File: src/rtl/core/fphs_pkg.sv
// Shared widths, register indexes and phase codes for the four-phase handshake generator.
`timescale 1ns / 1ps
`default_nettype none
package fphs_pkg;

  // Field widths
  localparam int WORD_BITS  = 32;
  localparam int DELAY_BITS = 16;
  localparam int TIME_BITS  = 64;
  // Offset from item start to ack fall: sum of three delays
  localparam int OFF_BITS   = DELAY_BITS + 2;

  // Stream payload widths
  localparam int IN_TDATA_BITS   = ((WORD_BITS + 7) / 8) * 8;
  localparam int OUT_FIELD_BITS  = TIME_BITS + WORD_BITS + 1;
  localparam int OUT_TDATA_BITS  = ((OUT_FIELD_BITS + 7) / 8) * 8;
  localparam int OUT_ACK_BIT     = TIME_BITS + WORD_BITS;

  // Configuration port
  localparam int CFG_INDEX_BITS = 3;
  localparam int CFG_DATA_BITS  = 64;

  localparam logic [CFG_INDEX_BITS-1:0] REG_ACK_RISE_DELAY   = 3'd0;
  localparam logic [CFG_INDEX_BITS-1:0] REG_DATA_CLEAR_DELAY = 3'd1;
  localparam logic [CFG_INDEX_BITS-1:0] REG_ACK_FALL_DELAY   = 3'd2;
  localparam logic [CFG_INDEX_BITS-1:0] REG_NEUTRAL_WORD     = 3'd3;
  localparam logic [CFG_INDEX_BITS-1:0] REG_INITIAL_ACK      = 3'd4;
  localparam logic [CFG_INDEX_BITS-1:0] REG_START_TIME       = 3'd5;

  // Bit positions of the pending-transition mask
  localparam int PH_SNAP  = 0;
  localparam int PH_PLACE = 1;
  localparam int PH_RISE  = 2;
  localparam int PH_CLEAR = 3;
  localparam int PH_FALL  = 4;
  localparam int PH_COUNT = 5;

endpackage
`default_nettype wire

File: src/rtl/core/four_phase_handshake_waveform_gen_top.sv
// Four-phase data/ack handshake waveform generator: top level.
//
// Each accepted word yields the timestamped line transitions of one four-phase
// handshake (word placed, ack high, data neutral, ack low), one transfer per
// cycle on the master stream unless m_tready stalls it, tlast on the final
// one; the first word after reset is preceded by the initial snapshot. A
// transition that repeats the previous line state is dropped, so a word gives
// two to four transfers (up to five with the snapshot), sent one at a time by
// the transition sequencer, which is the rate limit. The next word waits in
// an input register and enters the sequencer at the edge where its previous
// word's last transfer is loaded into the output register.
`timescale 1ns / 1ps
`default_nettype none
module four_phase_handshake_waveform_gen_top
  import fphs_pkg::*;
(
  input  wire logic                      clk,
  input  wire logic                      rst,
  // Configuration write port
  input  wire logic                      cfg_we,
  input  wire logic [CFG_INDEX_BITS-1:0] cfg_index,
  input  wire logic [CFG_DATA_BITS-1:0]  cfg_wdata,
  // Input stream
  input  wire logic                      s_tvalid,
  output logic                           s_tready,
  input  wire logic [IN_TDATA_BITS-1:0]  s_tdata,   // [31:0] data_word
  // Output stream
  output logic                           m_tvalid,
  input  wire logic                      m_tready,
  output logic [OUT_TDATA_BITS-1:0]      m_tdata,   // [63:0] sample_time, [95:64] sample_data,
                                                    // [96] sample_ack, rest zero
  output logic                           m_tlast    // last_of_run
);

  // Configuration registers
  logic [DELAY_BITS-1:0] rise_dly;
  logic [DELAY_BITS-1:0] clear_dly;
  logic [DELAY_BITS-1:0] fall_dly;
  logic [WORD_BITS-1:0]  idle_word;
  logic                  snap_ack_lvl;
  logic [TIME_BITS-1:0]  start_time;

  // Input register
  logic                  in_full;
  logic [WORD_BITS-1:0]  in_word;

  // Handshake state carried across words
  logic                  snap_done;
  logic [WORD_BITS-1:0]  last_data;

  // Sequencer state for the word in flight
  logic [PH_COUNT-1:0]   pend;
  logic [TIME_BITS-1:0]  base;
  logic [OFF_BITS-1:0]   off_rise;
  logic [OFF_BITS-1:0]   off_clear;
  logic [OFF_BITS-1:0]   off_fall;
  logic [WORD_BITS-1:0]  seq_word;
  logic [WORD_BITS-1:0]  seq_neutral;
  logic                  seq_snap_ack;
  logic                  seq_place_ack;

  // Combinational control
  logic [PH_COUNT-1:0]   sel;
  logic                  emit;
  logic                  seq_done;
  logic                  load;
  logic [WORD_BITS-1:0]  prior_data;
  logic                  prior_ack;
  logic [PH_COUNT-1:0]   pend_next;
  logic [OFF_BITS-1:0]   off_clear_next;
  logic [OFF_BITS-1:0]   off_fall_next;
  logic [TIME_BITS-1:0]  base_next;
  logic [OFF_BITS-1:0]   off_sel;
  logic [WORD_BITS-1:0]  data_sel;
  logic                  ack_sel;
  logic [TIME_BITS-1:0]  time_sel;

  // Configuration writes; out-of-range indexes are ignored
  always_ff @(posedge clk) begin
    if (rst) begin
      rise_dly     <= DELAY_BITS'(1);
      clear_dly    <= '0;
      fall_dly     <= DELAY_BITS'(1);
      idle_word    <= '0;
      snap_ack_lvl <= 1'b0;
      start_time   <= '0;
    end else if (cfg_we) begin
      case (cfg_index)
        REG_ACK_RISE_DELAY:   rise_dly     <= cfg_wdata[DELAY_BITS-1:0];
        REG_DATA_CLEAR_DELAY: clear_dly    <= cfg_wdata[DELAY_BITS-1:0];
        REG_ACK_FALL_DELAY:   fall_dly     <= cfg_wdata[DELAY_BITS-1:0];
        REG_NEUTRAL_WORD:     idle_word    <= cfg_wdata[WORD_BITS-1:0];
        REG_INITIAL_ACK:      snap_ack_lvl <= cfg_wdata[0];
        REG_START_TIME:       start_time   <= cfg_wdata[TIME_BITS-1:0];
        default: ;
      endcase
    end
  end

  // Sequencer control: lowest pending transition goes out next
  always_comb begin
    sel      = pend & (~pend + PH_COUNT'(1));
    emit     = (pend != '0) && (!m_tvalid || m_tready);
    seq_done = (pend == '0) || (emit && (pend == sel));
    load     = in_full && seq_done;
  end

  // Decide at load which transitions survive the repeat check
  always_comb begin
    prior_data = snap_done ? last_data : idle_word;
    prior_ack  = snap_done ? 1'b0 : snap_ack_lvl;
    pend_next            = '0;
    pend_next[PH_SNAP]   = !snap_done;
    pend_next[PH_PLACE]  = (in_word != prior_data);
    pend_next[PH_RISE]   = !prior_ack;               // place keeps old ack
    pend_next[PH_CLEAR]  = (in_word != idle_word);
    pend_next[PH_FALL]   = 1'b1;                     // ack always drops from high
    off_clear_next = OFF_BITS'(rise_dly) + OFF_BITS'(clear_dly);
    off_fall_next  = off_clear_next + OFF_BITS'(fall_dly);
    // next word starts at the previous ack fall
    base_next = snap_done ? (base + TIME_BITS'(off_fall)) : start_time;
  end

  // Fields of the transition being sent
  always_comb begin
    off_sel  = '0;
    data_sel = seq_neutral;
    ack_sel  = 1'b0;
    if (sel[PH_SNAP]) begin
      ack_sel  = seq_snap_ack;
    end else if (sel[PH_PLACE]) begin
      data_sel = seq_word;
      ack_sel  = seq_place_ack;
    end else if (sel[PH_RISE]) begin
      off_sel  = off_rise;
      data_sel = seq_word;
      ack_sel  = 1'b1;
    end else if (sel[PH_CLEAR]) begin
      off_sel  = off_clear;
      ack_sel  = 1'b1;
    end else begin
      off_sel  = off_fall;
    end
    time_sel = base + TIME_BITS'(off_sel);
  end

  // Control registers
  always_ff @(posedge clk) begin
    if (rst) begin
      in_full   <= 1'b0;
      snap_done <= 1'b0;
      pend      <= '0;
      m_tvalid  <= 1'b0;
    end else begin
      if (s_tvalid && s_tready) begin
        in_full <= 1'b1;
      end else if (load) begin
        in_full <= 1'b0;
      end
      if (load) begin
        snap_done <= 1'b1;
        pend      <= pend_next;
      end else if (emit) begin
        pend <= pend & ~sel;
      end
      if (emit) begin
        m_tvalid <= 1'b1;
      end else if (m_tready) begin
        m_tvalid <= 1'b0;
      end
    end
  end

  // Payload registers
  always_ff @(posedge clk) begin
    if (s_tvalid && s_tready) begin
      in_word <= s_tdata[WORD_BITS-1:0];
    end
    if (load) begin
      last_data     <= idle_word;
      base          <= base_next;
      off_rise      <= OFF_BITS'(rise_dly);
      off_clear     <= off_clear_next;
      off_fall      <= off_fall_next;
      seq_word      <= in_word;
      seq_neutral   <= idle_word;
      seq_snap_ack  <= snap_ack_lvl;
      seq_place_ack <= prior_ack;
    end
    if (emit) begin
      m_tdata <= OUT_TDATA_BITS'({ack_sel, data_sel, time_sel});
      m_tlast <= (pend == sel);
    end
  end

  assign s_tready = !in_full;

endmodule
`default_nettype wire

File: config.mk
export PLATFORM = sky130hd
export DESIGN_NAME = four_phase_handshake_waveform_gen_top
export DESIGN_NICKNAME = d
export VERILOG_FILES = /design/src/rtl/core/fphs_pkg.sv /design/src/rtl/core/four_phase_handshake_waveform_gen_top.sv
export SDC_FILE = /design/constraint.sdc
export NUM_CORES = 1
export LEC_CHECK = 0
export BUFFER_PORTS_ARGS = -buffer_cell sky130_fd_sc_hd__clkbuf_2
export CORE_UTILIZATION = 35
export DETAILED_ROUTE_END_ITERATION = 6
export PLACE_DENSITY = 0.48
export SLEW_MARGIN = 15
export SYNTH_ARGS = -nofsm -noshare
export SYNTH_HDL_FRONTEND = slang
export SYNTH_SLANG_ARGS = --single-unit
export TNS_END_PERCENT = 20
File: constraint.sdc
create_clock -name clk -period 17.9 [get_ports clk]
set_input_delay 0 -clock clk [delete_from_list [all_inputs] [get_ports clk]]
set_output_delay 0 -clock clk [all_outputs]
set_load 0.005 [all_outputs]
==> impl_results.md <==
- Endpoints failing setup: 0
- Core Area: 0.06458 mm²
- Clock slew at reported path FFs: approximately 60 ps
- CP Launch Type: flip-flop
- Number of synthesized flops with an enable pin: ~310
- DR iter-0 viols: roughly 1200
- Part of the cycle the worst path needs: 24.91%
- Hold Crit Endpoint: in_word[1]
- Delay-heaviest family, CP: buffers and inverters
- Wire per inst: roughly 21 µm
- Initial antenna violation count: 1
- Synthesized cell area: 0.02291 mm²
- Largest net degree at the start of global routing: 87
- First-pass GRT wire length: between 100000 and 150000 µm
- ANT cells: 0
- Nets: 2614
- Asr flop ratio synth: 0%
- Area contributors post-synth: edfxtp_1 41%, dfxtp_1 13%, nand2_1 6.1%, a21oi_1 5.2%, xnor2_1 3.8%
- H-Tree Depth: 2
- Clk sink count: 464
- Peak Freq: ~220 MHz
- Setup TNS: 0 ps
- CTS tree: built
- CP startpoint: pend[1]
- CP required: around 18000 ps
- Layout cells sized above 1: around 15%
- # fillers: 6244
- Ports: about 210
- Top_reg_cell synth: edfxtp_1
- Largest stage delay on the critical path: 840 ps
- Setup Fix Bufs, Post-CTS: 0
- CP most frequent cell: buf_4
- Via count: 17580
- Max_cap viols: 0
- Largest area contributor in the netlist: edfxtp_1
- Hold_ws: 78.77 ps
- Max Fanout on Critical Path: 67
- Syn avg cell area: 10.54 µm²
- Initial Utilization: 35.47%
- Worst-margin pin slew: approximately 1100 ps
- Total GRT Usage: 20.48%
- Latest clock arrival within the worst-skew pair: 630 ps
- Slew headroom: 26.48%
- Die Height: roughly 260 µm
- Die Area: approximately 0.066 mm²
- PwrDens: 102.4 mW/mm²
- Status: complete, no violations
- Worst Path Buf+Inv: 3
- Hold-critical path depth: 2
- FF/Latch Area: 0.01241 mm²
- DP HPWL: 49660 µm
- Setup crit end kind: flip-flop
- Synth warn: 0
- Critical Setup Path Class: reg -> reg
- PortBufs: a little over 200
- Distinct cell type count after synthesis: 83
- Root Driver: clkbuf_16
- First drt pass iteration count: 5
- Hold violation count in the final report: 0
- Final clock skew: 42.52 ps
- Placer Congestion: between 0.9 and 1
- HP Class: in -> reg
- Via density: about 5.3
- Post_cts resized: 0
- Synth-to-Final Area Change: 20.21%
- Multi-input logic area: 0.009957 mm²
- Synthesized instance count: 2174
- Die Width: 257.8 µm
- CP max-delay cell: buf_4
- Crit path DAT: 4710 ps
- Sequential cell area fraction in the yosys report: about 54%
- Static Leak: 10.06 nW
- RSZ-0062 raised after global routing: false
- CP Cell Sequence: or2_2 -> nor2_1 -> a21oi_1 -> o21ai_0 -> nand2_1 -> inv_6 -> buf_4 -> buf_4
- R2r endpoint: seq_word[8]
- Hold Crit Start: s_tdata[1]
- Post-detailed-routing wire length: 69750 µm
- Num CTS Buffers: 53
- # rows: 93
- Remaining antenna violation count: 0
- Synth top area share: 40.77%
- Worst Reg-to-Reg Cells: 8
- Tmin final: 4458 ps
- Vias in the first global route: 17210
- GRT overflow: 0
- Max VDD drop: 0.00005656 V
- Residual DRC: 0
- Seq cells post-synth: 464
- R2r startpoint: pend[1]
- Final slew viol count: 0
- Worst reg2reg setup slack: about 13000 ps
- CTS max path bufs: 3
layout by cell type, fill, tap and decap left out, types with 20 or more instances in the layout:
master,n
xor2_1,75
and3_1,20
nand3_1,52
a21oi_1,237
clkbuf_2,202
nand2_1,369
nand4_1,44
inv_1,21
ha_1,68
a31oi_1,25
edfxtp_1,311
clkbuf_16,54
dlygate4sd3_1,103
o21ai_0,45
xnor2_1,99
nor2b_1,20
mux2_2,45
nor2_1,127
mux2i_1,40
nor3_1,22
dfxtp_1,152
a21o_1,34
per-stage QoR:
| stage | util, % | setup WS (ps) | area (µm²) | total power [mW] | std cells |
|---|---|---|---|---|---|
| floorplan | - | 11520 | 22930 | 1.544 | 2180 |
| global placement | 38.21 | 13590 | 24670 | 1.690 | 3134 |
| detailed placement | 38.23 | 13380 | 24690 | 1.693 | 3135 |
| CTS | 42.63 | 13370 | 27530 | 2.853 | 3337 |
| global route | 42.63 | 13110 | 27530 | 2.930 | 3337 |
| finish | 42.63 | 13440 | 27530 | 2.818 | 3337 |
power breakdown:
part	switching [mW]	internal (mW)
clock	0.465	0.667
sequential	0.0537	1.25
combinational	0.234	0.153
cell usage after synthesis (7+ instances only):
cell type,n
nor3_1,22
a31oi_1,26
dfxtp_1,153
edfxtp_1,311
nor4_1,15
xor2_1,75
and4_1,11
o21ai_0,45
clkbuf_1,85
a21oi_1,238
buf_2,18
nand4_1,44
inv_1,22
o21bai_1,7
nor2b_1,21
mux2_2,45
a2111o_1,15
o211ai_1,19
or3_1,13
a211oi_1,13
o21ai_1,9
nand2_1,370
o21a_1,10
nand3_1,53
nor2_1,128
and3_1,20
xnor2_1,99
ha_1,68
nand2b_1,9
mux2i_1,40
buf_4,12
a21o_1,34
nor3b_1,7
and2_1,16
sequential cells by signal (all words and copies together) (netlist names):
register and count:
clear_dly 16, in_full 1, m_tvalid 1, seq_place_ack 1, off_rise 16, m_tlast 1
snap_done 1, idle_word 32, rise_dly 16, seq_word 32, seq_snap_ack 1, off_fall 18
m_tdata 97, fall_dly 16, off_clear 17, seq_neutral 32, start_time 64, snap_ack_lvl 1
pend 5, base 64, in_word 32
final cells by class:
class / count / share of cell area, %
well taps: 855 / 3.885
flip-flops and latches: 464 / 45.06
clock buffers: 67 / 5.158
inverters: 23 / 0.3317
multi-input cells: 1571 / 36.16
clock inverters: 32 / 1.431
repair buffers: 325 / 7.975
what timing repair did:
| action | 4_1_cts | 5_1_grt |
|---|---|---|
| endpoints found under the hold margin | 213 | 0 |
| setup endpoints to repair | 0 | 0 |
| hold buffers | 103 | 0 |
how the worst max path moves through the flow:
stage	endpoint	slack, ps	cells after the start
4_1_cts	pend[1]	13370	10
2_1_floorplan	m_tdata[0]	11520	4
5_1_grt	pend[3]	13110	10
3_5_place_dp	pend[1]	13380	10
6_report	seq_word[8]	13440	8
3_3_place_gp	seq_word[4]	13590	8
cells by family (layout without fill, tap and decap cells):
family	count (synthesis)	after routing	share of synthesized area [%]
and+or+nand+nor	766	766	15.73
AOI/OAI and AO/OA	466	466	12.68
DFF	464	464	54.14
xor gates and xnor gates	174	174	6.653
buffers and inverters	145	447	2.709
muxes	85	85	3.960
adders and majority gates	73	73	4.108
other	1	7	0.01637
routing by layer:
layer / routed length, µm / track usage [%] / up-vias
met3: 3834 / 2.945 / 93
met1: 32880 / 29.25 / 8530
met2: 31330 / 32.23 / 550
met5: 0 / 0 / -
met4: 1704 / 5.753 / 0
li1: - / - / 8407
Note: power is estimated with default switching activity, not from simulation.
